===== config.mk =====
export PLATFORM = sky130hd
export DESIGN_NAME = shkt_ram
export DESIGN_NICKNAME = d
export VERILOG_FILES = /design/src/shkt_ram.sv
export SDC_FILE = /design/constraint.sdc
export NUM_CORES = 1
export LEC_CHECK = 0
export ABC_CLOCK_PERIOD_IN_PS = 1600
export BUFFER_PORTS_ARGS = -buffer_cell sky130_fd_sc_hd__buf_2
export CAP_MARGIN = 20
export CORE_AREA = 4 4 107 109
export DETAILED_ROUTE_END_ITERATION = 6
export DIE_AREA = 0 0 111 113
export GPL_ROUTABILITY_DRIVEN = 0
export PLACE_DENSITY = 0.66
export SKIP_CTS_REPAIR_TIMING = 1
export SYNTH_ARGS = -nofsm -noshare
export SYNTH_HDL_FRONTEND = slang
export SYNTH_SLANG_ARGS = --single-unit

===== constraint.sdc =====
create_clock -name clk -period 1.6 [get_ports clk]
set_input_delay 0 -clock clk [delete_from_list [all_inputs] [get_ports clk]]
set_output_delay 0 -clock clk [all_outputs]
set_load 0.01 [all_outputs]

===== src/shkt_ram.sv =====
module shkt_ram #(
  parameter int unsigned Width = 8,
  parameter int unsigned Depth = 16
) (
  input  logic                     clk,
  input  logic                     we,
  input  logic [$clog2(Depth)-1:0] waddr,
  input  logic [Width-1:0]         wdata,
  input  logic [$clog2(Depth)-1:0] raddr,
  output logic [Width-1:0]         rdata
);
  logic [Width-1:0] mem [Depth];

  always_ff @(posedge clk) begin
    if (we) begin
      mem[waddr] <= wdata;
    end
    rdata <= mem[raddr];
  end
endmodule


==> run_results.csv <==
group,metric,value,unit
global_routing,antenna_found_initial,0,
layout,layoutNonFillerInstCount,446,
die,num_rows,38,
layout,multi_input_area,1060,sq um
clock_tree,clkSinkCount,136,
timing,maxSlewViolCount,0,
clock_tree,cts_tree,"done",
status,status,"finished, final reports clean",
timing,finalCriticalPeriod,1.40,ns
detailed_routing,drt-initial-drc-count,171,
clock_tree,ctsRootBufferMaster,"clkbuf_8",
power_and_ir_drop,p_int,0.00657,W
synth,syn_nets,247,
place,io_buffers,25,
clock_tree,insertion_delay,0.52,ns
timing,finalSetupTns,0,ns
layout,fin_util,58.8,%
worst_setup_path,crit_fanout,1,
clock_tree,clockBufferDepth,2,
synth,ys_dominant_reg_cell,"edfxtp_1",
synth,post-synth-top-count-cell,"edfxtp_1",
power_and_ir_drop,switching_share,19.9,%
worst_setup_path,cp_data_required_time,2.00,ns
power_and_ir_drop,power.share.clock,46.4,%
die,io-pin-count,26,
detailed_routing,routed_via_density,5.39,
synth,synth-warning-count,0,
timing,tightest_slew,0.415,ns
die,core_area,10600,sq um
synth,syn_area,5150,sq um
die,dieArea,12500,sq um
place,hpwl,5.98,mm
timing,grt_setup_unrepaired,"no",
min_path,holdPathStages,5,
place,dp.cells,405,
global_routing,grt_max_degree,33,
synth,synth_cell_types,19,
synth,synth.area.top_cells,"edfxtp_1 (75%), mux4_2 (7.9%), mux4_1 (7.1%)",
detailed_routing,drc_errors,0,
layout,fillCellCount,744,
worst_setup_path,worst-r2r-cell-count,3,
clock_tree,cts_buffers,17,
synth,yosysSeqAreaShare,77.8,%
clock_tree,clkTransAtPathRegs,0.06,ns
synth,synth_largest_area_cell,"edfxtp_1",
power_and_ir_drop,p_leak,2.14,nW
timing,period_share,87.3,%
clock_tree,h-tree-depth,4,
worst_setup_path,path_class,"register to register",
synth,synth_edf_count,128,
detailed_routing,routed_wl,9.47,mm
die,die_height,113,um
power_and_ir_drop,power_density,1320,nW/um^2
timing,hold_viol,0,
synth,synthArstFlopShare,0,%
min_path,min_path_type,"input pin to register",
detailed_routing,dr.pass1.iters,5,
worst_setup_path,endpoint_kind,"register",
timing,worst_slack,0.203,ns
timing,skew,0.00575,ns
detailed_routing,antenna_left,0,
detailed_routing,routedWlPerCell,21.2,um
layout,drive_above_1_share,31.0,%
global_routing,grt_pass1_wl,14.6,mm
synth,synth_top_area_share,74.7,%
worst_setup_path,cp-start-kind,"register",
timing,timing.fmax,716,MHz
synth,synth_common_cells,"edfxtp_1 (128), mux4_2 (18), a22oi_1 (16), mux4_1 (14), nor2_1 (13)",
global_routing,grt_pass1_vias,2488,
place,dpl_worst_slack,0.177,ns
power_and_ir_drop,combPwrFrac,4.8,%
die,start_util,48.5,%
global_routing,overflow,0,
global_routing,track_usage,16.3,%
layout,fin_nets,311,
layout,regArea,4000,sq um
synth,netlist_instances,229,
layout,area_delta_synth_final,21.1,%
timing,maxSlewHeadroom,72.3,%
timing,setup_viol_count_final,0,
die,die_w,111,um
worst_setup_path,arrival,1.79,ns
power_and_ir_drop,switchingPower,0.00163,W
detailed_routing,vias,2405,
layout,num_antenna_cells,0,
flow_run,maxCapViolations,0,
power_and_ir_drop,irDropWorstVdd,624,uV
power_and_ir_drop,p_seq_share,48.8,%
synth,ys_seq_elements,136,
synth,synth.avg_cell_area,22.5,sq um
==> kinds of logic after synthesis <==
family	Yosys count	synth area share [%]
buffers and inverters	10	1.68
AOI/OAI and AO/OA	16	2.33
muxes	32	15.0
DFF	136	77.8
and+or+nand+nor	35	3.18
==> critical path, cell delays in order, from the launching register on <==
cell	delay [ns]
edfxtp_1	0.36
mux4_1	0.51
a22oi_1	0.31
nand2_1	0.09
==> power by group through the flow <==
stage                     Sequential, W  Combinational [W]  Clock [W]
after floorplan                 0.00409           0.000202          0
after global placement          0.00408           0.000375          0
final                           0.00401           0.000395    0.00381
after CTS                       0.00401           0.000384    0.00387
after global routing            0.00401           0.000429    0.00405
after detailed placement        0.00408           0.000382          0
==> placed cells by master, fill, tap and decap left out, types with 2 or more instances in the layout <==
cell type / synthesis / final
clkinvlp_4: 0 / 2
mux4_1: 14 / 14
a22oi_1: 16 / 16
clkbuf_16: 0 / 16
nor2_1: 13 / 13
clkbuf_1: 0 / 2
clkbuf_8: 0 / 2
clkinv_2: 0 / 4
buf_4: 1 / 18
clkinv_4: 0 / 2
dfxtp_1: 8 / 8
edfxtp_1: 128 / 128
buf_12: 0 / 3
nand2_1: 9 / 9
nand2b_1: 2 / 2
nor3_1: 4 / 4
dlygate4sd3_1: 0 / 9
mux4_2: 18 / 18
nand3b_1: 2 / 2
buf_2: 3 / 25
bufinv_16: 0 / 3
==> worst paths after layout <==
kind             start       end  slack, ns
max          mem[1][2]  rdata[2]       0.20
min reg2reg  mem[6][7]  rdata[7]       0.68
max reg2reg  mem[1][2]  rdata[2]       0.20
min           raddr[3]  rdata[7]       0.04
==> final cells by class <==
class                      instances  share of cell area (%)
sequential                       136                    64.2
multi-input combinational         83                    17.0
clock buffer                      20                    6.99
timing repair buffer              55                    6.58
tap                              140                    2.81
clock inverter                    12                    2.43
==> routing by layer <==
metal	GRT usage, %	vias up	part of all wire [%]
li1	-	1098	-
met1	21.5	1227	44
met2	25.2	70	50
met3	4.97	10	5.2
met4	7.64	0	1.6
met5	0	-	0
==> flip-flops by register name (all words and copies together), names as in the netlist <==
| signal | flops |
|---|---|
| mem | 128 |
| rdata | 8 |
==> metrics by stage <==
stage / hold slack, ns / area, sq um / power, W
floorplan: 0.0989 / 5150 / 0.00429
global placement: 0.386 / 5560 / 0.00445
detailed placement: 0.392 / 5560 / 0.00446
CTS: -0.164 / 6140 / 0.00826
global route: 0.0445 / 6230 / 0.00849
finish: 0.0385 / 6230 / 0.00821
(Power assumes the default switching activity.)
