[src/shkt_pkg.sv]
package shkt_pkg;
  localparam int unsigned Capacity = 1024;
  localparam int unsigned AddrW = $clog2(Capacity);
  localparam int unsigned CountW = AddrW + 1;
  localparam int unsigned KeyW = 160;
  localparam int unsigned PosW = 10;

  typedef struct packed {
    logic        func;
    logic [31:0] key_high;
    logic [63:0] key_mid;
    logic [63:0] key_low;
    logic [31:0] result_high;
    logic [63:0] result_mid;
    logic [63:0] result_low;
  } shkt_in_t;

  typedef struct packed {
    logic        was_present;
    logic        is_converted;
    logic [31:0] out_high;
    logic [63:0] out_mid;
    logic [63:0] out_low;
    logic [9:0]  sorted_position;
    logic        table_full;
  } shkt_out_t;

  // outcome of one probe compare
  typedef enum logic [1:0] {
    CMP_LT = 2'd0,
    CMP_EQ = 2'd1,
    CMP_GT = 2'd2
  } shkt_cmp_t;
endpackage

[src/shkt_cmp.sv]
module shkt_cmp (
  input  logic [shkt_pkg::KeyW-1:0] probe,
  input  logic [shkt_pkg::KeyW-1:0] stored,
  output shkt_pkg::shkt_cmp_t       order
);
  import shkt_pkg::*;

  // big-endian byte order equals plain unsigned order of the whole word
  always_comb begin
    if (probe == stored) begin
      order = CMP_EQ;
    end else if (probe < stored) begin
      order = CMP_LT;
    end else begin
      order = CMP_GT;
    end
  end
endmodule
[config.mk]
export PLATFORM = sky130hd
export DESIGN_NAME = shkt_cmp
export DESIGN_NICKNAME = d
export VERILOG_FILES = /design/src/shkt_pkg.sv /design/src/shkt_cmp.sv
export SDC_FILE = /design/constraint.sdc
export NUM_CORES = 1
export LEC_CHECK = 0
export BUFFER_PORTS_ARGS = -buffer_cell sky130_fd_sc_hd__buf_2
export CAP_MARGIN = 25
export CORE_AREA = 2 2 124 126
export DETAILED_ROUTE_END_ITERATION = 10
export DIE_AREA = 0 0 126 128
export RECOVER_POWER = 25
export SLEW_MARGIN = 10
export SYNTH_ARGS = -nofsm -noshare
export SYNTH_HDL_FRONTEND = slang
export SYNTH_SLANG_ARGS = --single-unit
[constraint.sdc]
create_clock -name vclk -period 8.2
set_input_delay 2.05 -clock vclk [all_inputs]
set_output_delay 2.05 -clock vclk [all_outputs]
set_load 0.005 [all_outputs]
==> results.cfg, run 1 <==
[run_status]
status = complete, no violations

[place]
globalplace.congestion = 0.814
io_buffers = 322
pre_cts_ws_ns = 1.77
post-dp-hpwl_mm = 13.7

[yosys]
syn-cell-area_um2 = 4090
yosysUniqueCellTypes = 41
yosysWarningCount = 0
synth.avg_cell_area_um2 = 7.11
synth.net_count = 1056
synthCells = 576
ys_seq_area_share_pct = 0

[worst_setup_path]
critPathTopFamily = simple AND/OR/NAND/NOR gates
crit_chain = buf_2 > inv_1 > ha_1 > nand4_1 > nor4_1 > nand3_1 > nor3_1 > nand4_1 > nor3_2 > a21oi_2 > buf_2
critPathMaxFanout = 3
crit_required_ns = 6.15
cp_slowest_cell = nor4_1
cp_data_arrival_time_ns = 4.41
start_kind = primary input
endpoint_kind = output port
worst-setup-path-type = in2out
cp_num_buf_inv = 3
slowest_delay_ns = 0.64

[clock_network]
cts_hold_buf = 0
cts-resized-gates = 0
cts_setup_buffers = 0

[floorplanning]
die_h_um = 128
dieArea_um2 = 16100
dieWidth_um = 126
rows = 45
core_area_um2 = 14900
io_pins = 322
start_util_pct = 27.5

[timing]
layout_setup_ws_ns = 1.74
period_minus_slack_ns = 6.46
hold_violations = 0
setup-violations-final = 0
clock.fmax_mhz = 155
worstMarginPinSlew_ns = 0.668
rsz0062_at_grt = false
fin_crit_sh_pct = 78.8
slew-limit-headroom_pct = 55.1
fin_tns_setup_ns = 0
finalMaxSlewViolations = 0

[cells_and_area]
mostFrequentLayoutCell = buf_2
nNetsFinal = 1380
nClkBuffers = 0
area_growth_pct = 45.0
seq_cells = 0
seqCellArea_um2 = 0
final_cell_mix = 322 x buf_2, 163 x inv_1, 160 x ha_1, 63 x a21oi_1, 35 x nand4_1
drive_gt1_share_pct = 36.4
num_antenna_cells = 0

[worst_hold_path]
hold_class = in2out
min_from = probe[2]
whs_path_depth = 5
hold_path_end = order[0]

[drt]
drt_first_pass_iters = 4
wl_mm = 14.3
via_count = 4986
ant_nets = 0
drt_iter0_drc = 104
routed_via_density = 4.59
drcViolationCount = 0
wl_per_cell_um = 13.1

[pwr]
p_switching_w = 0.000118
switching_share_pct = 47.4
power_frac_clock_pct = 0
powerDensity_nw_per_um2 = 42.0
p_int_w = 0.000131
seq_power_share_pct = 0
leakage_nw = 3.86
comb_power_share_pct = 100.0
ir_drop_mv = 0.0160

[grt]
grt_max_degree = 6
grt_pass1_vias = 4918
antenna_found_initial = 0
overflow = 0
track_usage_pct = 16.7
grt_pass1_wl_mm = 22.5

[run]
maxCapViolCount = 0
==> final cells by class <==
type / instances / area, µm²
fill: 1607 / 8930
multi-input combinational: 413 / 3470
inverter: 163 / 612
timing repair buffer: 322 / 1610
tap: 188 / 235
==> power groups by stage <==
stage	clock network [W]	logic, W	registers [W]
global route	0	0.000292	0
detailed placement	0	0.000251	0
finish	0	0.000249	0
CTS	0	0.000254	0
floorplan	0	0.000135	0
global placement	0	0.000250	0
==> per-stage QoR <==
step                std cells  power [W]  utilization [%]  hold slack (ns)  instance area (µm²)
global route             1086   0.000292             39.9             4.77                 5930
finish                   1086   0.000249             39.9             4.73                 5930
floorplan                 576   0.000135                -             4.43                 4090
CTS                      1086   0.000254             40.0             4.74                 5940
detailed placement       1086   0.000251             40.0             4.74                 5940
global placement         1086   0.000250             40.0             4.76                 5940
==> per-layer routing <==
metal	GRT usage (%)	share of wire (%)	up-vias
met5	0	0	-
met4	1.23	0.81	0
met3	2.09	6.9	10
met2	32.0	49	185
met1	20.7	43	2114
li1	-	-	2677
==> cell families after synthesis <==
kind of cell             Yosys count  synth area share (%)
AO/OA/AOI/OAI                    129                  19.2
adder cells (fa/ha/maj)          160                  48.9
buffers and inverters            163                  14.9
AND/OR/NAND/NOR                  124                  16.9
==> synth_stat cells (2+ instances only) <==
cell | number | area [µm²]
inv_1 | 163 | 612
ha_1 | 160 | 2000
a21oi_1 | 63 | 315
nand4_1 | 35 | 219
nand2_1 | 31 | 116
a21o_1 | 18 | 135
nand3_1 | 18 | 90.1
o21ai_0 | 13 | 65.1
nor2_1 | 8 | 30.0
a211oi_1 | 7 | 52.6
nor3_1 | 7 | 35.0
nor4_1 | 6 | 37.5
and4_1 | 5 | 43.8
o21ai_1 | 4 | 20.0
a221oi_1 | 3 | 26.3
a21boi_0 | 2 | 15.0
a221o_1 | 2 | 20.0
nand2b_1 | 2 | 12.5
nor3_2 | 2 | 20.0
nor4b_1 | 2 | 17.5
o211ai_1 | 2 | 15.0
o21bai_1 | 2 | 15.0
o31ai_1 | 2 | 15.0
or3_1 | 2 | 12.5
==> tightest hold or removal path, cell delays in order <==
cell	delay (ns)
buf_2	0.08
ha_1	0.23
nand4_1	0.11
nor3_2	0.08
buf_2	0.12
==> how the worst max path moves through the flow <==
stage                     start       end  slack [ns]  depth (start not counted)
finish               stored[94]  order[1]        1.74                         11
global route         stored[94]  order[1]        1.44                         11
CTS                  stored[94]  order[1]        1.75                         11
detailed placement   stored[94]  order[1]        1.77                         11
global placement     stored[94]  order[1]        1.84                         11
floorplan           stored[155]  order[1]        2.51                          8
(Power assumes the default switching activity.)
==> inputs of run 2 (changes only) <==
- clock period: 8.2 -> 5.6 ns (I/O delays scaled with it)
==> run 2 against run 1 <==
Cell count rose by 0.18%. Die area unchanged. Design area grew 0.27%. First-iteration DRC count is 8.7% lower. Clock-buffer cell count unchanged. Critical path depth did not move. Core utilization up 0.11 points. Setup slack worse by 1.2 ns. Largest power group unchanged. Highest routed layer is now met5.
==> results.cfg, run 2 (same netlist as run 1, synthesis figures left out) <==
[timing]
period_minus_slack_ns = 5.07
layout_setup_ws_ns = 0.528
slew-limit-headroom_pct = 63.7
clock.fmax_mhz = 197
fin_crit_sh_pct = 90.6
rsz0062_at_grt = false
whs_ns = 3.41
finalMaxSlewViolations = 0
hold_violations = 0
worstMarginPinSlew_ns = 0.537
fin_tns_setup_ns = 0
setup-violations-final = 0

[worst_setup_path]
start_kind = primary input
worst-setup-path-type = in2out
cp_data_arrival_time_ns = 3.67
critPathMaxFanout = 3
slowest_delay_ns = 0.52
critPathTopFamily = simple AND/OR/NAND/NOR gates
cp_slowest_cell = nor4_2
crit_chain = buf_2 > inv_1 > ha_1 > nand4_1 > nor4_2 > nand3_1 > nor3_1 > nand4_1 > nor3_2 > a21oi_2 > buf_2
crit_required_ns = 4.20
endpoint_kind = output port
cp_num_buf_inv = 3

[pwr]
seq_power_share_pct = 0
power_frac_clock_pct = 0
ir_drop_mv = 0.0230
comb_power_share_pct = 100.0
powerDensity_nw_per_um2 = 61.1
finalPower_w = 0.000363
p_switching_w = 0.000172
leakage_nw = 3.87
p_int_w = 0.000192
switching_share_pct = 47.2

[cells_and_area]
seq_cells = 0
nClkBuffers = 0
nNetsFinal = 1381
area_growth_pct = 45.4
fill_cells = 1605
mostFrequentLayoutCell = buf_2
multi_input_area_um2 = 3480
seqCellArea_um2 = 0
final_cell_mix = 322 x buf_2, 163 x inv_1, 160 x ha_1, 63 x a21oi_1, 35 x nand4_1
final_util_pct = 40.0
drive_gt1_share_pct = 36.6

[grt]
grt_max_degree = 6
antenna_found_initial = 2
overflow = 0
track_usage_pct = 16.4
grt_pass1_wl_mm = 22.2
grt_pass1_vias = 4933

[floorplanning]
die_h_um = 128
dieWidth_um = 126
start_util_pct = 27.5
io_pins = 322
dieArea_um2 = 16100
rows = 45
core_area_um2 = 14900

[drt]
ant_nets = 0
wl_per_cell_um = 12.9
drt_first_pass_iters = 4
via_count = 4915
routed_via_density = 4.52
drcViolationCount = 0
wl_mm = 14.1
drt_iter0_drc = 95

[run_status]
status = complete, no violations

[place]
io_buffers = 322
pre_cts_ws_ns = 0.411
post-dp-hpwl_mm = 13.6
globalplace.congestion = 0.831

[clock_network]
cts-resized-gates = 0
cts_hold_buf = 0
cts_setup_buffers = 0

[worst_hold_path]
hold_class = in2out

[run]
maxCapViolCount = 0
## run 2: routing by layer
layer	global-route usage, %	up-vias	part of all wire (%)
met5	0	-	0.092
met4	1.23	2	0.89
met3	2.34	10	6.5
met2	31.9	178	49
met1	19.9	2038	43
li1	-	2687	-
## run 2: power groups by stage
stage	Clock, W	Combinational (W)	Sequential (W)
floorplan	0	0.000197	0
global placement	0	0.000364	0
detailed placement	0	0.000367	0
CTS	0	0.000370	0
global route	0.0000000000239	0.000427	0
finish	0.0000000000239	0.000363	0
## run 2: worst paths after layout
kind                    to        from  cells after the start  slack (ns)
hold / removal    order[0]    probe[2]                      5        3.41
setup / recovery  order[1]  stored[94]                     11        0.53
## run 2: stage by stage
step                instances  instance area [µm²]
floorplan                 576                 4090
global route             1088                 5950
global placement         1087                 5950
detailed placement       1087                 5950
CTS                      1087                 5950
finish                   1088                 5950
## run 2: area by class of cell
cell class / count / share of cell area (%)
diodes: 1 / 0.0421
inverters: 163 / 10.3
multi-input cells: 413 / 58.5
well taps: 188 / 3.95
repair buffers: 323 / 27.2
==> inputs of run 3 (changes only) <==
- MAX_ROUTING_LAYER: unset -> met4
==> run 3 against run 2 <==
Global-route usage rose by 0.48 points. Setup slack barely moved. Die area did not move. Sequential share of layout area did not move. Critical path type unchanged. Wire length barely moved. Core utilization barely moved. Flip-flop and latch count did not move. Critical path depth did not move. Maximum frequency barely moved. First-iteration DRC count fell by 11%.
==> results.cfg, run 3 (same netlist as run 1, synthesis figures left out) <==
[drt]
drt_iter0_drc = 85
via_count = 4924
wl_met2_mm = 6.92
drt_first_pass_iters = 4
drcViolationCount = 0
wl_mm = 14.1
wl_met1_mm = 6.26
ant_nets = 0
wl_per_cell_um = 12.9
top_layer = met4
wl_met3_um = 780
routed_via_density = 4.52

[timing]
finalMaxSlewViolations = 0
setup-violations-final = 0
hold_violations = 0
period_minus_slack_ns = 5.07
whs_ns = 3.41
fin_tns_setup_ns = 0
clock.fmax_mhz = 197
fin_crit_sh_pct = 90.6
worstMarginPinSlew_ns = 0.537
rsz0062_at_grt = false
slew-limit-headroom_pct = 63.7

[grt]
grt_pass1_wl_mm = 22.1
antenna_found_initial = 2
track_usage_pct = 16.9
grt_pass1_vias = 4938
overflow = 0
grt_max_degree = 6

[cells_and_area]
mostFrequentLayoutCell = buf_2
area_growth_pct = 45.4
nNetsFinal = 1381
seqCellArea_um2 = 0
nClkBuffers = 0
drive_gt1_share_pct = 36.6
final_cell_mix = 322 x buf_2, 163 x inv_1, 160 x ha_1, 63 x a21oi_1, 35 x nand4_1
final_util_pct = 40.0
seq_cells = 0

[worst_hold_path]
hold_class = in2out
min_from = probe[2]
whs_path_depth = 5
hold_path_end = order[0]

[worst_setup_path]
crit_required_ns = 4.20
endpoint_kind = output port
worst-setup-path-type = in2out
cp_data_arrival_time_ns = 3.67
start_kind = primary input
critPathMaxFanout = 3

[pwr]
leakage_nw = 3.87
powerDensity_nw_per_um2 = 61.1
finalPower_w = 0.000364
ir_drop_mv = 0.0231

[place]
post-dp-hpwl_mm = 13.6
io_buffers = 322
globalplace.congestion = 0.844

[floorplanning]
core_area_um2 = 14900
die_h_um = 128
dieWidth_um = 126
dieArea_um2 = 16100
rows = 45
io_pins = 322
start_util_pct = 27.5

[run_status]
status = complete, no violations

[run]
maxCapViolCount = 0

[clock_network]
cts_hold_buf = 0
cts-resized-gates = 0
cts_setup_buffers = 0
-- run 3: changes by cell type in the layout (fill, tap and decap cells not counted), sizes merged --
cell,previous run,this run
diode,1,2
-- run 3: how the worst max path moves through the flow --
stage	start	endpoint	depth (start not counted)
2_1_floorplan	stored[155]	order[1]	8
3_3_place_gp	stored[94]	order[1]	11
3_5_place_dp	stored[94]	order[1]	11
4_1_cts	stored[94]	order[1]	11
5_1_grt	stored[94]	order[1]	11
6_report	stored[94]	order[1]	11
-- run 3: per-layer routing --
metal  GRT usage [%]  vias to the layer above
met5               -                        -
met2            31.9                      180
met1            20.4                     2047
met4            1.23                        0
met3            1.46                        8
li1                -                     2689
-- run 3: critical path: stages --
cell and delay [ns]:
buf_2 0.09, inv_1 0.04, ha_1 0.29, nand4_1 0.18
nor4_2 0.52, nand3_1 0.19, nor3_1 0.29, nand4_1 0.17
nor3_2 0.32, a21oi_2 0.05, buf_2 0.14
-- run 3: area by class of cell --
| type | instances | area (µm²) |
|---|---|---|
| Fill cell | 1604 | 8910 |
| Multi-Input combinational cell | 413 | 3480 |
| Timing Repair Buffer | 323 | 1620 |
| Inverter | 163 | 612 |
| Tap cell | 188 | 235 |
| Antenna cell | 2 | 5.00 |
-- run 3: stage by stage --
step / setup slack (ns) / cell area (µm²) / instances
floorplan: 1.21 / 4090 / 576
global placement: 0.531 / 5950 / 1087
detailed placement: 0.411 / 5950 / 1087
CTS: 0.401 / 5950 / 1087
global route: 0.261 / 5950 / 1089
finish: 0.528 / 5950 / 1089
-- run 3: report_power, final --
part / internal [W] / switching, W / leakage (nW)
Clock: 0.0000000000478 / 0 / 0.0000127
Combinational: 0.000192 / 0.000172 / 3.87
Sequential: 0 / 0 / 0
